$ cat src/bsb_pkg.sv
`default_nettype none
package bsb_pkg;

   localparam int MAX_KNOTS   = 64;
   localparam int KNOT_AW     = $clog2(MAX_KNOTS);
   localparam int MAX_DEGREE  = 7;
   localparam int BASIS_DEPTH = 16;
   localparam int BASIS_AW    = $clog2(BASIS_DEPTH);
   localparam int DIV_STEPS   = 16;

   localparam logic [16:0] ONE_Q16 = 17'd65536;

   localparam logic [1:0] CMD_WR_KNOT  = 2'd0;
   localparam logic [1:0] CMD_WR_COEFF = 2'd1;
   localparam logic [1:0] CMD_EVAL     = 2'd2;

   localparam logic [1:0] STATUS_OK    = 2'd0;
   localparam logic [1:0] STATUS_BELOW = 2'd1;
   localparam logic [1:0] STATUS_ACK   = 2'd2;

   localparam logic CSR_DEGREE    = 1'b0;
   localparam logic CSR_NUM_KNOTS = 1'b1;

   typedef struct packed {
      logic [1:0]         cmd;
      logic [5:0]         table_index;
      logic signed [31:0] write_value;
      logic signed [31:0] x_value;
   } req_type;

   typedef struct packed {
      logic [5:0]         basis_index;
      logic [16:0]        basis_value;
      logic signed [31:0] spline_value;
      logic [1:0]         status;
      logic               last;
   } rsp_type;

   typedef enum logic [3:0] {
      ST_IDLE,
      ST_SRCH_RD,
      ST_SRCH_CMP,
      ST_ERR,
      ST_INIT,
      ST_TL,
      ST_TR,
      ST_PREP,
      ST_DIV,
      ST_MUL,
      ST_ACC,
      ST_LAST,
      ST_DOT_RD,
      ST_DOT_MUL,
      ST_DOT_OUT
   } state_type;

   function automatic logic [16:0] clamp_q16(input logic [34:0] nb);
      logic [34:0] sum;
      logic [18:0] v;
      sum = nb + 35'h8000;
      v   = sum[34:16];
      if (v > {2'b0, ONE_Q16}) begin
         return ONE_Q16;
      end
      return v[16:0];
   endfunction

   function automatic logic [KNOT_AW-1:0] knot_idx(input logic signed [8:0] idx,
                                                   input logic [6:0] n);
      logic [6:0] top;
      top = n - 7'd1;
      if (idx < 9'sd0) begin
         return '0;
      end
      if (idx > $signed({2'b0, top})) begin
         return top[KNOT_AW-1:0];
      end
      return idx[KNOT_AW-1:0];
   endfunction

endpackage
`default_nettype wire

$ cat src/bsb_div.sv
`default_nettype none
module bsb_div (
   input  wire logic        clock,
   input  wire logic        reset,
   input  wire logic        start,
   input  wire logic [32:0] dividend,
   input  wire logic [32:0] divisor,
   output logic             done,
   output logic [15:0]      quotient
);
   import bsb_pkg::*;

   logic        busy_ff, busy_in;
   logic        done_ff, done_in;
   logic [4:0]  cnt_ff, cnt_in;
   logic [32:0] rem_ff, rem_in;
   logic [32:0] den_ff, den_in;
   logic [15:0] q_ff, q_in;
   logic [33:0] shifted;

   always_comb begin
      busy_in = busy_ff;
      done_in = 1'b0;
      cnt_in  = cnt_ff;
      rem_in  = rem_ff;
      den_in  = den_ff;
      q_in    = q_ff;
      shifted = {rem_ff, 1'b0};
      if (start) begin
         busy_in = 1'b1;
         cnt_in  = '0;
         rem_in  = dividend;
         den_in  = divisor;
         q_in    = '0;
      end else if (busy_ff) begin
         if (shifted >= {1'b0, den_ff}) begin
            rem_in = 33'(shifted - {1'b0, den_ff});
            q_in   = {q_ff[14:0], 1'b1};
         end else begin
            rem_in = shifted[32:0];
            q_in   = {q_ff[14:0], 1'b0};
         end
         cnt_in = cnt_ff + 5'd1;
         if (cnt_ff == 5'(DIV_STEPS - 1)) begin
            busy_in = 1'b0;
            done_in = 1'b1;
         end
      end
   end

   always_ff @(posedge clock) begin
      if (reset) begin
         busy_ff <= 1'b0;
         done_ff <= 1'b0;
         cnt_ff  <= '0;
      end else begin
         busy_ff <= busy_in;
         done_ff <= done_in;
         cnt_ff  <= cnt_in;
      end
      rem_ff <= rem_in;
      den_ff <= den_in;
      q_ff   <= q_in;
   end

   assign done     = done_ff;
   assign quotient = q_ff;

endmodule
`default_nettype wire
$ cat config.mk
export PLATFORM = sky130hd
export DESIGN_NAME = bsb_div
export DESIGN_NICKNAME = d
export VERILOG_FILES = /design/src/bsb_pkg.sv /design/src/bsb_div.sv
export SDC_FILE = /design/constraint.sdc
export NUM_CORES = 1
export LEC_CHECK = 0
export BUFFER_PORTS_ARGS = -buffer_cell sky130_fd_sc_hd__buf_4
export CAP_MARGIN = 20
export CORE_UTILIZATION = 60
export DETAILED_ROUTE_END_ITERATION = 7
export PLACE_DENSITY = 0.9
export SYNTH_ARGS = -nofsm -noshare
export SYNTH_HDL_FRONTEND = slang
export SYNTH_SLANG_ARGS = --single-unit
$ cat constraint.sdc
create_clock -name clock -period 5.3 [get_ports clock]
set_input_delay 1.06 -clock clock [delete_from_list [all_inputs] [get_ports clock]]
set_output_delay 1.06 -clock clock [all_outputs]
set_load 0.005 [all_outputs]
Yosys cells after proc, flatten, opt, wreduce, memory -nomap -nowiden
Index checks and enable logic that the tools add are counted.
{"block": "word_totals", "reg_bits": 89, "inputBits": 69, "out_inout_bits": 17, "wordCells": 22}
{"block": "op_classes", "add_sub_neg": 2, "n_lt_le_gt_ge": 1, "n_eq_ne": 1, "muxes": 8, "bitwise": 1, "reduce_logical": 3}
{"operator": "$mux 33", "n": 3}
{"operator": "$ge 34x33->1", "n": 1}
{"operator": "$sub 33x33->33", "n": 1}
{"operator": "$add 5x1->5 const B", "n": 1}
{"operator": "$eq 5x4->1 const B", "n": 1}
{"operator": "$mux 1", "n": 5}
{"operator": "$reduce_or 3->1", "n": 1}
{"operator": "$reduce_bool 2->1", "n": 1}
{"operator": "$reduce_or 2->1", "n": 1}
{"operator": "$not 1->1", "n": 1}

Depth between registers and ports, before layout
{"block": "logic_depth", "depth_word": 4, "ltp_mapped": 14, "depth_no_buf": 11}

Worst setup path before layout
OpenSTA, ideal clock, no wires.
{"block": "synth_path", "path_kind": "reg2reg", "start": "register rem_ff[18]", "end": "register rem_ff[30] (data pin)", "setup_ns": 0.271, "arrival_ns": 2.454, "t_required_ns": 5.029, "slack_ns": 2.574, "stages_incl_launch_ff": 13, "path_buffers": 3, "synth_period_minus_slack_ns": 2.726, "path_cell_list": "edfxtp_1 -> ha_1 -> buf_2 -> a21o_1 -> a221o_1 -> a221oi_2 -> o311ai_1 -> a21oi_2 -> buf_6 -> buf_4 -> nor2_1 -> a211oi_2 -> o32ai_1"}
{"block": "synth_via", "elab_chain_cells": 4, "word_cells_on_any_way": 5, "cone_classes": "add/sub: 1; order compare: 1; mux: 3"}
{"element": "start, declared", "line": "bsb_div.sv:16", "rtl": "logic [32:0] rem_ff, rem_in;"}
{"element": "start signal, assigned", "line": "bsb_div.sv:61", "rtl": "rem_ff <= rem_in;"}
{"element": "$sub 33x33->33 / $ge 34x33->1 (equally long branches)", "line": "bsb_div.sv:37, bsb_div.sv:36"}
{"element": "$mux 33 (*)", "line": "bsb_div.sv:36", "rtl": "if (shifted >= {1'b0, den_ff}) begin"}
{"element": "$mux 33 (*)", "line": "bsb_div.sv:35", "rtl": "end else if (busy_ff) begin"}
{"element": "$mux 33 (*)", "line": "bsb_div.sv:29", "rtl": "if (start) begin"}
{"element": "named net rem_in[30]", "line": "bsb_div.sv:16"}
The timed path passes the listed nets; every way through them passes the cells marked *. The select of a mux whose other input is x is not followed.
A chain may end at the register's enable or synchronous reset.

Worst setup path after layout
{"block": "layout_path", "start": "register rem_ff[22]", "end": "register rem_ff[3] (data pin)"}
{"block": "layout_via", "elab_chain_cells": 4}
{"element": "$ge 34x33->1", "line": "bsb_div.sv:36"}
{"element": "$mux 33", "line": "bsb_div.sv:36"}
{"element": "$mux 33", "line": "bsb_div.sv:35"}
{"element": "$mux 33", "line": "bsb_div.sv:29"}
{"element": "named net rem_in[3]", "line": "bsb_div.sv:16"}
The timed path passes the listed nets, and every way through them passes these cells. The select of a mux whose other input is x is not followed.

==> impl_metrics.env <==
export IMPL_chipHeight_um=99.1
export IMPL_combPwrFrac_pct=45.5
export IMPL_synthDistinctLibCells=75
export IMPL_clk_pin_slew_ps=110
export IMPL_antenna_found_initial=0
export IMPL_status="finished, final reports clean"
export IMPL_drive_gt1_share_pct=19.2
export IMPL_finalSetupViolCount=0
export IMPL_syn_inst=575
export IMPL_syn_area_mm2=0.00565
export IMPL_seq_area_mm2=0.00244
export IMPL_setup_ws_ps=1700
export IMPL_power_density_mw_per_mm2=399
export IMPL_cp_max_fo=36
export IMPL_initial_core_util_pct=61.5
export IMPL_synth_ff_type="edfxtp_1"
export IMPL_synth_compound_gate_area_share_pct=20.8
export IMPL_detail_route_antenna_nets=0
export IMPL_arrival_ps=3710
export IMPL_h_tree_depth=3
export IMPL_max_vdd_ir_drop_v=0.000195
export IMPL_fin_crit_sh_pct=67.9
export IMPL_async_flop_share_pct=0
export IMPL_nNetsFinal=750
export IMPL_cp_end_kind="flop"
export IMPL_grt_max_degree=48
export IMPL_vias_per_cell=6.17
export IMPL_num_vias=4699
export IMPL_fin_cells=761
export IMPL_cts_made_buffers=9
export IMPL_pre_cts_slack_ps=1750
export IMPL_rsz0062_at_grt="false"
export IMPL_antenna_cells=0
export IMPL_period_minus_slack_ps=3600
export IMPL_grt_overflow=0
export IMPL_multi_input_area_mm2=0.00289
export IMPL_dp_hpwl_um=9340
export IMPL_ctsResizeCount=0
export IMPL_ys_seq_elements=89
export IMPL_rows=35
export IMPL_first_pass_iters=5
export IMPL_syn_area_per_cell_um2=9.83
export IMPL_gp_congestion=0.944
export IMPL_wl_um=13300
export IMPL_switchingPower_uw=1050
export IMPL_skew_ps=16.2
export IMPL_switching_share_pct=40.2
export IMPL_seq_area_frac_synth_pct=43.2
export IMPL_drc=0
export IMPL_grtUsageTotal_pct=27.6
export IMPL_grt_pass1_wl_um=21400
export IMPL_core_area_mm2=0.00920
export IMPL_nFillCells=668
export IMPL_fp_dieW_um=99.1
export IMPL_syn_nets=680
export IMPL_synth_warnings=0
export IMPL_worstSetupPathType="flop to flop"
export IMPL_holdCritPathClass="flop to flop"
export IMPL_postLayoutCellArea_mm2=0.00657
export IMPL_worstPathRequired_ps=5410
export IMPL_dieArea_mm2=0.00981
export IMPL_clkSinkCount=89
export IMPL_synth_mux_area_share_pct=3.78
export IMPL_wl_per_cell_um=17.4
export IMPL_finalSetupTns_ps=0
export IMPL_placed_area_mm2=0.00630
export IMPL_worstMarginPinSlew_ps=925
export IMPL_slew_headroom_pct=38.2
export IMPL_clk_path_buf_depth=2
export IMPL_final_common_cell="buf_4"
export IMPL_cts_hold_buf=0
export IMPL_synth_edf_count=66
export IMPL_synth_adder_area_share_pct=8.10
export IMPL_internal_power_uw=1570
export IMPL_grt_pass1_vias=4589
export IMPL_areaGrowthSynthToFinish_pct=16.2
export IMPL_ios=86
export IMPL_p_clk_share_pct=18.7
export IMPL_max_freq_mhz=278
export IMPL_pwr_share_seq_pct=35.8
export IMPL_layout_common_cells="buf_4 (88), edfxtp_1 (66), nor2_1 (53)"
export IMPL_insertion_delay_ps=380
export IMPL_maxCapViolCount=0
export IMPL_drtIter0Drc=290
export IMPL_maxSlewViolCount=0
export IMPL_dp_cells=743
export IMPL_synth_simple_gate_area_share_pct=14.7
export IMPL_hold_violations=0
export IMPL_synth_xor_area_share_pct=3.72
export IMPL_cts_root_buf="clkbuf_8"
export IMPL_p_leak_uw=0.00281
export IMPL_synth_top_family_by_area="compound AO/OA/AOI/OAI gates"
export IMPL_cts_setup_buffers=0
export IMPL_start_kind="flop"
export IMPL_portBuffers=85
export IMPL_cts_tree="done"
==> synthesized netlist by cell type (4+ instances only) <==
cell type	count	area share, %
nand2_1	49	3.3
nor2_1	53	3.5
nor3b_1	4	0.53
nor2b_1	5	0.55
xor2_1	13	2.0
a211oi_1	12	1.6
xnor2_1	11	1.7
mux2i_1	18	3.2
buf_4	4	0.53
a21oi_1	31	2.7
nand2b_1	5	0.55
nand3_1	8	0.71
and3_1	8	0.89
edfxtp_1	66	35
o211ai_1	11	1.5
a221o_1	6	1.1
o21a_1	15	2.0
clkbuf_1	14	0.93
o21ai_0	26	2.3
dfxtp_1	23	8.1
or3_1	4	0.44
nand4_1	4	0.44
a21o_1	14	1.9
ha_1	35	7.7
o21bai_1	5	0.66
nor3_1	4	0.35
inv_1	45	3.0
buf_2	7	0.62
==> metrics by stage <==
step                      hold WS, ps  power [µW]  utilization, %
after floorplan                   456        1840               -
after CTS                         530        2590            70.8
after global routing              567        2770            71.4
after global placement            466        2050            68.5
after detailed placement          505        2100            68.5
final                             518        2620            71.4
==> sequential cells by signal (all words and copies together) (netlist names) <==
signal / count
busy_ff: 1
cnt_ff: 5
den_ff: 33
done: 1
quotient: 16
rem_ff: 33
==> worst max-delay path: stages (launching register included) <==
cell	delay, ps
edfxtp_1	420
ha_1	400
a21o_1	240
a311o_1	390
a221oi_2	180
o311ai_1	180
a21oi_4	740
buf_4	390
nor2_1	80
a211oi_1	240
a21oi_1	80
==> power groups by stage <==
| stage | Sequential (µW) | Combinational [µW] | Clock, µW |
|---|---|---|---|
| after floorplan | 925 | 920 | 0 |
| after detailed placement | 952 | 1140 | 0 |
| after CTS | 938 | 1160 | 489 |
| after global placement | 944 | 1100 | 0 |
| after global routing | 945 | 1310 | 513 |
| final | 936 | 1190 | 490 |
==> layer usage <==
layer / track usage, % / share of wire [%] / vias up
li1: - / - / 2253
met1: 34.9 / 42 / 2218
met2: 47.5 / 50 / 191
met3: 4.26 / 5.5 / 37
met4: 11.1 / 2.5 / 0
met5: 0 / 0 / -
==> worst paths after layout <==
check | startpoint | to | slack [ps] | depth (start not counted)
max | rem_ff[22] | rem_ff[3] | 1700 | 10
min | quotient[15] | quotient[15] | 520 | 2
max reg2reg | rem_ff[22] | rem_ff[3] | 1700 | 10
min reg2reg | quotient[15] | quotient[15] | 520 | 2
==> cell type report <==
class | count | area share [%]
well taps | 111 | 2.12
inverters | 45 | 2.57
multi-input cells | 410 | 44.1
clock inverters | 7 | 1.28
repair buffers | 90 | 10.9
flip-flops and latches | 89 | 37.2
clock buffers | 9 | 1.89
==> cell families (layout without fill, tap and decap cells) <==
| family | after synthesis | after routing |
|---|---|---|
| AO/OA/AOI/OAI | 163 | 163 |
| multiplexers | 21 | 21 |
| AND/OR/NAND/NOR | 166 | 166 |
| XOR/XNOR | 24 | 24 |
| flip-flops | 89 | 89 |
| buffers and inverters | 76 | 151 |
| adder cells (fa/ha/maj) | 36 | 36 |
Power figures use the tool's default switching activity.
